[config.mk]
export PLATFORM = sky130hd
export DESIGN_NAME = adaptive_threshold_note_detector
export DESIGN_NICKNAME = d
export VERILOG_FILES = /design/src/sv/atnd_pkg.sv /design/src/sv/atnd_lane.sv /design/src/sv/atnd_merge.sv /design/src/sv/adaptive_threshold_note_detector.sv
export SDC_FILE = /design/constraint.sdc
export NUM_CORES = 2
export LEC_CHECK = 0
export ABC_AREA = 1
export BUFFER_PORTS_ARGS = -buffer_cell sky130_fd_sc_hd__buf_2
export CAP_MARGIN = 40
export CORE_MARGIN = 1.5
export CORE_UTILIZATION = 35
export CTS_CLUSTER_SIZE = 20
export DETAILED_ROUTE_END_ITERATION = 12
export PLACE_DENSITY = 0.59
export SYNTH_ARGS = -nofsm -noshare
export SYNTH_HDL_FRONTEND = slang
export SYNTH_SLANG_ARGS = --single-unit
[constraint.sdc]
create_clock -name clk -period 7.8 [get_ports clk]
set_input_delay 0.78 -clock clk [delete_from_list [all_inputs] [get_ports clk]]
set_output_delay 0.78 -clock clk [all_outputs]
set_load 0.01 [all_outputs]
[src/sv/atnd_pkg.sv]
// Shared constants and types for the adaptive threshold note detector.
// No dependencies; imported by the lane, merge, top and checker modules.

package atnd_pkg;

  // Channel count and field widths fixed by the port list
  localparam int CHANNELS   = 5;
  localparam int CH_W       = 3;
  localparam int PERIOD_W   = 16;
  localparam int PCT_W      = 7;
  localparam int CFG_IDX_W  = 2;
  localparam int CFG_DATA_W = 16;

  // Register reset values
  localparam logic [PERIOD_W-1:0] PERIOD_RESET = 16'd64;
  localparam logic [PCT_W-1:0]    PCT_RESET    = 7'd75;

  // Register indexes on the configuration port
  localparam logic [CFG_IDX_W-1:0] REG_PERIOD  = 2'd0;
  localparam logic [CFG_IDX_W-1:0] REG_PERCENT = 2'd1;

  // Event queue sizing
  localparam int FIFO_DEPTH = 8;
  localparam int FIFO_AW    = $clog2(FIFO_DEPTH);
  localparam int CNT_W      = $clog2(FIFO_DEPTH + 1);

  typedef logic [CHANNELS-1:0] ch_mask_t;

  // Per-word control broadcast to every lane
  typedef struct packed {
    logic load;    // word accepted this cycle
    logic recomp;  // this word recomputes thresholds
    logic cmp;     // compare stage holds a valid word
  } lane_ctl_t;

endpackage

[src/sv/atnd_lane.sv]
// One sensor channel: min/max tracking, pipelined threshold computation and
// the on/off compare. Depends on atnd_pkg.

module atnd_lane import atnd_pkg::*; #(
  parameter int SAMPLE_BITS = 10
) (
  input  logic                   clk,
  input  logic                   rst,
  input  lane_ctl_t              ctl,
  input  logic [PCT_W-1:0]       pct,
  input  logic [SAMPLE_BITS-1:0] sample,
  output logic                   note_on,
  output logic                   change
);

  localparam int SB     = SAMPLE_BITS;
  localparam int PROD_W = SB + PCT_W;      // |span| * pct < 2^(SB+7)
  localparam int K      = PROD_W + 7;      // reciprocal shift, exact for PROD_W-bit inputs
  localparam int R_W    = K - 6;
  localparam int Q_W    = SB + 1;
  localparam int T_W    = SB + 3;
  localparam logic [63:0]    RECIP_L   = ((64'd1 << K) + 64'd99) / 64'd100;
  localparam logic [R_W-1:0] RECIP     = RECIP_L[R_W-1:0];
  localparam logic [SB:0]    MIN_RESET = {1'b1, {SB{1'b0}}};
  localparam logic [SB:0]    THR_MAX   = '1;

  // Channel state
  logic [SB:0]   min_level;
  logic [SB-1:0] max_level;
  logic [SB:0]   threshold;
  logic          note_active;

  // Pipeline registers
  logic [SB-1:0] s1_sample, s2_sample, s3_sample;
  logic [SB:0]   s1_lo, s2_lo, s3_lo;
  logic          s1_neg, s2_neg, s3_neg;
  logic          s1_recomp, s2_recomp, s3_recomp;
  logic [SB:0]   s1_mag;
  logic [PROD_W-1:0] s2_prod;
  logic [Q_W-1:0]    s3_q;

  // Load-stage combinational values
  logic [SB+1:0] diff, diff_neg;
  logic [SB:0]   base_min, min_next, samp_ext;
  logic [SB-1:0] base_max, max_next;
  logic [PROD_W:0]       prod_full;
  logic [PROD_W+R_W-1:0] q_full;
  logic [T_W-1:0]        t_sum;
  logic [SB:0]           thr_sat, thr_new;

  // Span of the current window and the min/max update
  always_comb begin
    diff     = {2'b00, max_level} - {1'b0, min_level};
    diff_neg = -diff;
    samp_ext = {1'b0, sample};
    base_min = ctl.recomp ? MIN_RESET : min_level;
    base_max = ctl.recomp ? '0 : max_level;
    min_next = (samp_ext < base_min) ? samp_ext : base_min;
    max_next = (sample > base_max) ? sample : base_max;
  end

  always_ff @(posedge clk) begin
    if (rst) begin
      min_level <= MIN_RESET;
      max_level <= '0;
    end else if (ctl.load) begin
      min_level <= min_next;
      max_level <= max_next;
    end
  end

  // Stage 1: capture word and signed span as sign + magnitude
  always_ff @(posedge clk) begin
    if (ctl.load) begin
      s1_sample <= sample;
      s1_lo     <= min_level;
      s1_neg    <= diff[SB+1];
      s1_mag    <= diff[SB+1] ? diff_neg[SB:0] : diff[SB:0];
      s1_recomp <= ctl.recomp;
    end
  end

  // Stage 2: |span| * pct
  assign prod_full = s1_mag * pct;

  always_ff @(posedge clk) begin
    s2_sample <= s1_sample;
    s2_lo     <= s1_lo;
    s2_neg    <= s1_neg;
    s2_recomp <= s1_recomp;
    s2_prod   <= prod_full[PROD_W-1:0];
  end

  // Stage 3: divide by 100 through the reciprocal
  assign q_full = s2_prod * RECIP;

  always_ff @(posedge clk) begin
    s3_sample <= s2_sample;
    s3_lo     <= s2_lo;
    s3_neg    <= s2_neg;
    s3_recomp <= s2_recomp;
    s3_q      <= q_full[K +: Q_W];
  end

  // Compare stage: apply sign, saturate, compare with the reading
  always_comb begin
    t_sum = s3_neg ? ({2'b00, s3_lo} - {2'b00, s3_q}) : ({2'b00, s3_lo} + {2'b00, s3_q});
    if (t_sum[T_W-1]) begin
      thr_sat = '0;
    end else if (t_sum[T_W-2]) begin
      thr_sat = THR_MAX;
    end else begin
      thr_sat = t_sum[SB:0];
    end
    thr_new = s3_recomp ? thr_sat : threshold;
    note_on = {1'b0, s3_sample} < thr_new;
    change  = note_on != note_active;
  end

  always_ff @(posedge clk) begin
    if (rst) begin
      threshold   <= '0;
      note_active <= 1'b0;
    end else if (ctl.cmp) begin
      threshold   <= thr_new;
      note_active <= note_on;
    end
  end

endmodule

[src/sv/atnd_merge.sv]
// Event queue and serializer: stores each word's change mask and on flags
// and emits one event per changed channel in ascending order. Depends on atnd_pkg.

module atnd_merge import atnd_pkg::*; (
  input  logic             clk,
  input  logic             rst,
  input  logic             wr_en,
  input  ch_mask_t         wr_mask,
  input  ch_mask_t         wr_on,
  output logic [CNT_W-1:0] count,
  output logic             event_valid,
  input  logic             event_ready,
  output logic [CH_W-1:0]  channel,
  output logic             note_on,
  output logic             last
);

  ch_mask_t           mask_mem [FIFO_DEPTH];
  ch_mask_t           on_mem   [FIFO_DEPTH];
  logic [FIFO_AW-1:0] wr_ptr, rd_ptr;
  ch_mask_t           done;
  ch_mask_t           left, sel;
  logic               found;
  logic               take, pop;

  // Lowest pending channel of the head word
  always_comb begin
    left    = mask_mem[rd_ptr] & ~done;
    sel     = '0;
    found   = 1'b0;
    channel = '0;
    for (int c = 0; c < CHANNELS; c++) begin
      if (left[c] && !found) begin
        sel[c]  = 1'b1;
        found   = 1'b1;
        channel = CH_W'(c);
      end
    end
    note_on = |(sel & on_mem[rd_ptr]);
    last    = (left & ~sel) == '0;
  end

  assign event_valid = count != '0;
  assign take        = event_valid && event_ready;
  assign pop         = take && last;

  // Queue storage
  always_ff @(posedge clk) begin
    if (wr_en) begin
      mask_mem[wr_ptr] <= wr_mask;
      on_mem[wr_ptr]   <= wr_on;
    end
  end

  // Pointers, fill count and emitted-channel mask
  always_ff @(posedge clk) begin
    if (rst) begin
      wr_ptr <= '0;
      rd_ptr <= '0;
      count  <= '0;
      done   <= '0;
    end else begin
      if (wr_en) begin
        wr_ptr <= wr_ptr + 1'b1;
      end
      if (pop) begin
        rd_ptr <= rd_ptr + 1'b1;
      end
      case ({wr_en, pop})
        2'b10:   count <= count + 1'b1;
        2'b01:   count <= count - 1'b1;
        default: count <= count;
      endcase
      if (take) begin
        done <= last ? '0 : (done | sel);
      end
    end
  end

endmodule

[src/sv/adaptive_threshold_note_detector.sv]
// Top level of the adaptive threshold note detector: config registers,
// reload counter, lane array and event queue. Depends on atnd_pkg, atnd_lane, atnd_merge.
//
//   port group   direction  handshake                    payload
//   sample       in         sample_valid / sample_ready  sample_0 .. sample_4
//   event        out        event_valid / event_ready    channel, note_on, last
//   cfg          in         cfg_valid / cfg_ready        cfg_index, cfg_data
//
// A word is accepted every cycle while the event queue has room; its first event
// reaches the port after the span, multiply and reciprocal stages, once the compare
// writes the queue. Events leave one per cycle while event_ready is high; the single
// event port limits sustained throughput, and an 8-word queue absorbs bursts.
// Synchronous reset clears state; ready stays low while reset is high.

module adaptive_threshold_note_detector import atnd_pkg::*; #(
  parameter int SAMPLE_BITS = 10
) (
  input  logic                   clk,
  input  logic                   rst,
  input  logic                   sample_valid,
  output logic                   sample_ready,
  input  logic [SAMPLE_BITS-1:0] sample_0,
  input  logic [SAMPLE_BITS-1:0] sample_1,
  input  logic [SAMPLE_BITS-1:0] sample_2,
  input  logic [SAMPLE_BITS-1:0] sample_3,
  input  logic [SAMPLE_BITS-1:0] sample_4,
  output logic                   event_valid,
  input  logic                   event_ready,
  output logic [CH_W-1:0]        channel,
  output logic                   note_on,
  output logic                   last,
  input  logic                   cfg_valid,
  output logic                   cfg_ready,
  input  logic [CFG_IDX_W-1:0]   cfg_index,
  input  logic [CFG_DATA_W-1:0]  cfg_data
);

  logic [PERIOD_W-1:0] period;
  logic [PCT_W-1:0]    pct;
  logic [PERIOD_W-1:0] readings_left;
  logic                recomp, accept;
  logic                v1, v2, v3;
  logic [1:0]          inflight;
  logic [CNT_W-1:0]    fifo_count, occupancy;
  lane_ctl_t           ctl;
  ch_mask_t            lane_on, lane_change;
  logic [SAMPLE_BITS-1:0] samples [CHANNELS];

  assign samples[0] = sample_0;
  assign samples[1] = sample_1;
  assign samples[2] = sample_2;
  assign samples[3] = sample_3;
  assign samples[4] = sample_4;

  // Configuration registers
  assign cfg_ready = !rst;

  always_ff @(posedge clk) begin
    if (rst) begin
      period <= PERIOD_RESET;
      pct    <= PCT_RESET;
    end else if (cfg_valid) begin
      unique case (cfg_index)
        REG_PERIOD:  period <= cfg_data;
        REG_PERCENT: pct    <= cfg_data[PCT_W-1:0];
        default:     ;
      endcase
    end
  end

  // Credit check: queue entries plus words still in the lanes
  assign inflight     = {1'b0, v1} + {1'b0, v2} + {1'b0, v3};
  assign occupancy    = fifo_count + CNT_W'(inflight);
  assign sample_ready = !rst && (occupancy < CNT_W'(FIFO_DEPTH));
  assign accept       = sample_valid && sample_ready;

  // Reload counter
  assign recomp = readings_left <= PERIOD_W'(1);

  always_ff @(posedge clk) begin
    if (rst) begin
      readings_left <= '0;
      v1 <= 1'b0;
      v2 <= 1'b0;
      v3 <= 1'b0;
    end else begin
      if (accept) begin
        readings_left <= recomp ? period : readings_left - 1'b1;
      end
      v1 <= accept;
      v2 <= v1;
      v3 <= v2;
    end
  end

  assign ctl = '{load: accept, recomp: recomp, cmp: v3};

  // One lane per channel
  for (genvar g = 0; g < CHANNELS; g++) begin : g_lane
    atnd_lane #(
      .SAMPLE_BITS(SAMPLE_BITS)
    ) u_lane (
      .clk     (clk),
      .rst     (rst),
      .ctl     (ctl),
      .pct     (pct),
      .sample  (samples[g]),
      .note_on (lane_on[g]),
      .change  (lane_change[g])
    );
  end

  // Merge lane results into the event stream
  atnd_merge u_merge (
    .clk         (clk),
    .rst         (rst),
    .wr_en       (v3 && (|lane_change)),
    .wr_mask     (lane_change),
    .wr_on       (lane_on),
    .count       (fifo_count),
    .event_valid (event_valid),
    .event_ready (event_ready),
    .channel     (channel),
    .note_on     (note_on),
    .last        (last)
  );

endmodule

==> results_dict.tcl <==
set metrics [dict create \
    grt_usage_pct 16.4 \
    post-cts-setup-buffers 0 \
    grt_start_max_net_pins 84 \
    path_class "flop to flop" \
    yosys_warnings 0 \
    hold_class "primary input to flop" \
    crit_family "adder cells" \
    max-cap-violations 0 \
    die_x_um 470 \
    cts_tree "built" \
    routed_wl_um 178000 \
    relSlewSlack_pct 41.1 \
    first_pass_iters 6 \
    drc_errors 0 \
    cp_slowest_cell "fa_1" \
    cts_hold_buf 0 \
    gp_congestion 0.885 \
    design.core.area_um2 217000 \
    clock-sinks 833 \
    clockBufferDepth 3 \
    skew_ns 0.0579 \
    synth.net_count 10646 \
    final_nets 10682 \
    rsz0062_at_grt "no" \
    holdPathStages 1 \
    post-route-period-util_pct 70.7 \
    end_kind "flop" \
    slowest_delay_ns 0.55 \
    crit_chain "fa_1, inv_1, fa_1, fa_1, fa_1, inv_1, fa_1, inv_1, fa_1, inv_1, ha_1, a21o_1, a21oi_1, nor3_1, o21ai_0, o2111ai_1, nand3_1, nand2_1, nand2_1, nand3_1, xor2_1" \
    synthArstFlopShare_pct 0 \
    viasPerCell 4.75 \
    grt_pass1_wl_um 296000 \
    ys_ff_latch 833 \
    tightest_slew_ns 0.861 \
    first_iter_violations 2853 \
    multi_input_area_um2 49100 \
    r2r-start "g_lane[1].u_lane.s2_prod[3]" \
    grt_pass1_vias 57341 \
    ios 81 \
    cp_max_fo 7 \
    cp_data_required_time_ns 8.36 \
    seqCellArea_um2 19200 \
    insertion_delay_ns 0.73 \
    synth_ff_type "dfxtp_1" \
    clk_pin_slew_worst_paths_ns 0.06 \
    synth.distinct_cells 72 \
    syn_to_final_growth_pct 9.05 \
    finalMaxSlewViolations 0 \
    cts_resized 0 \
    hold_violations 0 \
    reg2reg_to "g_lane[1].u_lane.s3_q[9]" \
    reg2reg_depth 21 \
    critPathLaunchType "flop" \
    setup_viol 0 \
    num_vias 55074 \
    postRouteAntennaNets 0 \
    worstHoldStart "sample_3[0]" \
    io_buffers 80 \
    status "finished clean" \
    rows 171 \
    critical_path_arrival_ns 6.08 \
    drive_gt1_share_pct 4.85 \
    min_delay_worst_endpoint "g_lane[3].u_lane.s1_sample[0]" \
    cts_buffers 93 \
    wire_per_inst_um 15.4 \
    antenna_found_initial 13 \
    cts_root_buffer "clkbuf_16" \
    rrSetupSlack_ns 2.28 \
    initial_core_util_pct 35.2 \
    fillCellCount 21592 \
    synth_cells 8608 \
    fin_crit_ns 5.52 \
    seq_area_frac_synth_pct 25.1 \
    synth_area_um2 76300 \
    setup_tns_ns 0 \
    synth_edf_count 246 \
    h-tree-depth 3 \
    synth.avg_cell_area_um2 8.86 \
    max_clock_freq_mhz 181 \
    path_common_cell "fa_1" \
    hpwlAfterDp_um 144000 \
    cp_num_buf_inv 4 \
    dieArea_um2 221000 \
    die_h_um 470 \
    overflow 0 \
]
-- metrics by stage --
stage / util, % / hold slack, ns / cells / cell area (µm²) / setup slack [ns]
finish: 38.4 / 0.263 / 11583 / 83200 / 2.28
floorplan: - / 0.310 / 8608 / 76300 / 0.602
CTS: 38.4 / 0.199 / 11579 / 83100 / 2.24
global placement: 36.8 / 0.310 / 11398 / 79700 / 2.26
global route: 38.4 / 0.230 / 11582 / 83200 / 1.75
detailed placement: 36.8 / 0.312 / 11403 / 79800 / 2.30
-- sequential cells by signal (all words and copies together) (netlist names), 4 cells and up, named ones only --
name                       cells
g_lane.u_lane.threshold       55
g_lane.u_lane.s3_q            55
g_lane.u_lane.s2_prod         85
g_lane.u_lane.s2_lo           55
g_lane.u_lane.s3_sample       50
g_lane.u_lane.s1_mag          55
g_lane.u_lane.min_level       55
u_merge.count                  4
g_lane.u_lane.s3_neg           5
g_lane.u_lane.max_level       50
pct                            7
readings_left                 16
g_lane.u_lane.s1_lo           55
u_merge.done                   5
g_lane.u_lane.s2_neg           5
g_lane.u_lane.s3_lo           55
period                        16
g_lane.u_lane.s1_neg           5
g_lane.u_lane.s1_sample       50
g_lane.u_lane.note_active      5
g_lane.u_lane.s2_sample       50
u_merge.mask_mem              40
u_merge.on_mem                40
-- worst max path at each step --
stage                                            to  slack, ns  cells after the start                        start
after floorplan           g_lane[0].u_lane.s1_lo[0]       0.60                     12                           v1
after global placement     g_lane[1].u_lane.s3_q[9]       2.26                     21  g_lane[1].u_lane.s2_prod[3]
after detailed placement   g_lane[2].u_lane.s3_q[9]       2.30                     19  g_lane[2].u_lane.s2_prod[6]
after CTS                  g_lane[1].u_lane.s3_q[7]       2.24                     20  g_lane[1].u_lane.s2_prod[3]
after global routing               u_merge.count[3]       1.75                     34     g_lane[3].u_lane.s3_q[9]
final                      g_lane[1].u_lane.s3_q[9]       2.28                     21  g_lane[1].u_lane.s2_prod[3]
-- synthesized netlist by cell type, types with 46 or more instances --
| cell type | number | share of area, % |
|---|---|---|
| xnor2_1 | 66 | 0.76 |
| clkbuf_1 | 93 | 0.46 |
| dfxtp_1 | 587 | 15 |
| nor2_1 | 413 | 2.0 |
| fa_1 | 777 | 20 |
| o21ai_0 | 305 | 2.0 |
| nand2_1 | 1436 | 7.1 |
| ha_1 | 1188 | 19 |
| o211ai_1 | 168 | 1.7 |
| a21oi_1 | 445 | 2.9 |
| xor2_1 | 192 | 2.2 |
| nand3_1 | 204 | 1.3 |
| o21bai_1 | 46 | 0.45 |
| inv_1 | 1898 | 9.3 |
| a22oi_1 | 48 | 0.47 |
| edfxtp_1 | 246 | 9.7 |
-- layout make-up --
class                           instances  area share (%)
Clock buffer                          118            3.14
Multi-Input combinational cell       5664            59.0
Inverter                             1940            8.77
Clock inverter                         58           0.897
Antenna cell                            4          0.0120
Tap cell                             2854            4.29
Timing Repair Buffer                  112           0.816
Sequential cell                       833            23.0
-- cell families (layout without fill, tap and decap cells) --
logic type / Yosys count / in the layout / synth area share, %
flip-flops: 833 / 833 / 25.1
adder cells (fa/ha/maj): 1965 / 1965 / 39.9
multiplexers: 2 / 2 / 0.0263
XOR/XNOR: 258 / 258 / 2.96
AND/OR/NAND/NOR: 2248 / 2248 / 12.2
other: 0 / 4 / 0
buffers and inverters: 2111 / 2228 / 10.5
AO/OA/AOI/OAI: 1191 / 1191 / 9.33
-- routing by layer --
layer | vias up | global-route usage (%) | wire (µm)
li1 | 27392 | - | -
met1 | 26455 | 21.0 | 79300
met2 | 945 | 28.7 | 87100
met3 | 280 | 1.78 | 6080
met4 | 2 | 5.26 | 5860
met5 | - | 0 | 13
-- placed cells by master (no fill, tap or decap), types with 10 or more instances in the layout --
master / instances
dfxtp_1: 579
o221ai_1: 14
edfxtp_1: 246
o21a_1: 18
nor2_1: 413
fa_1: 777
o21ai_0: 305
nor3_1: 44
clkinv_2: 14
clkbuf_1: 12
nand3_1: 204
o211ai_1: 168
xnor2_1: 66
a211oi_1: 26
inv_2: 35
o21bai_1: 46
nand2_2: 26
a31oi_1: 40
bufinv_16: 10
nor2_2: 14
xor2_1: 192
o31ai_1: 10
clkbuf_16: 98
nand4_1: 37
nand2_1: 1435
buf_4: 29
a22oi_1: 48
inv_1: 1896
nor4_1: 14
or2_2: 14
clkinvlp_4: 10
ha_1: 1188
a21oi_1: 445
clkinv_1: 10
buf_2: 79
Power is left out: the tool's default activity adds up to more than one toggle a clock period on the data nets, which glitch-free logic cannot reach.
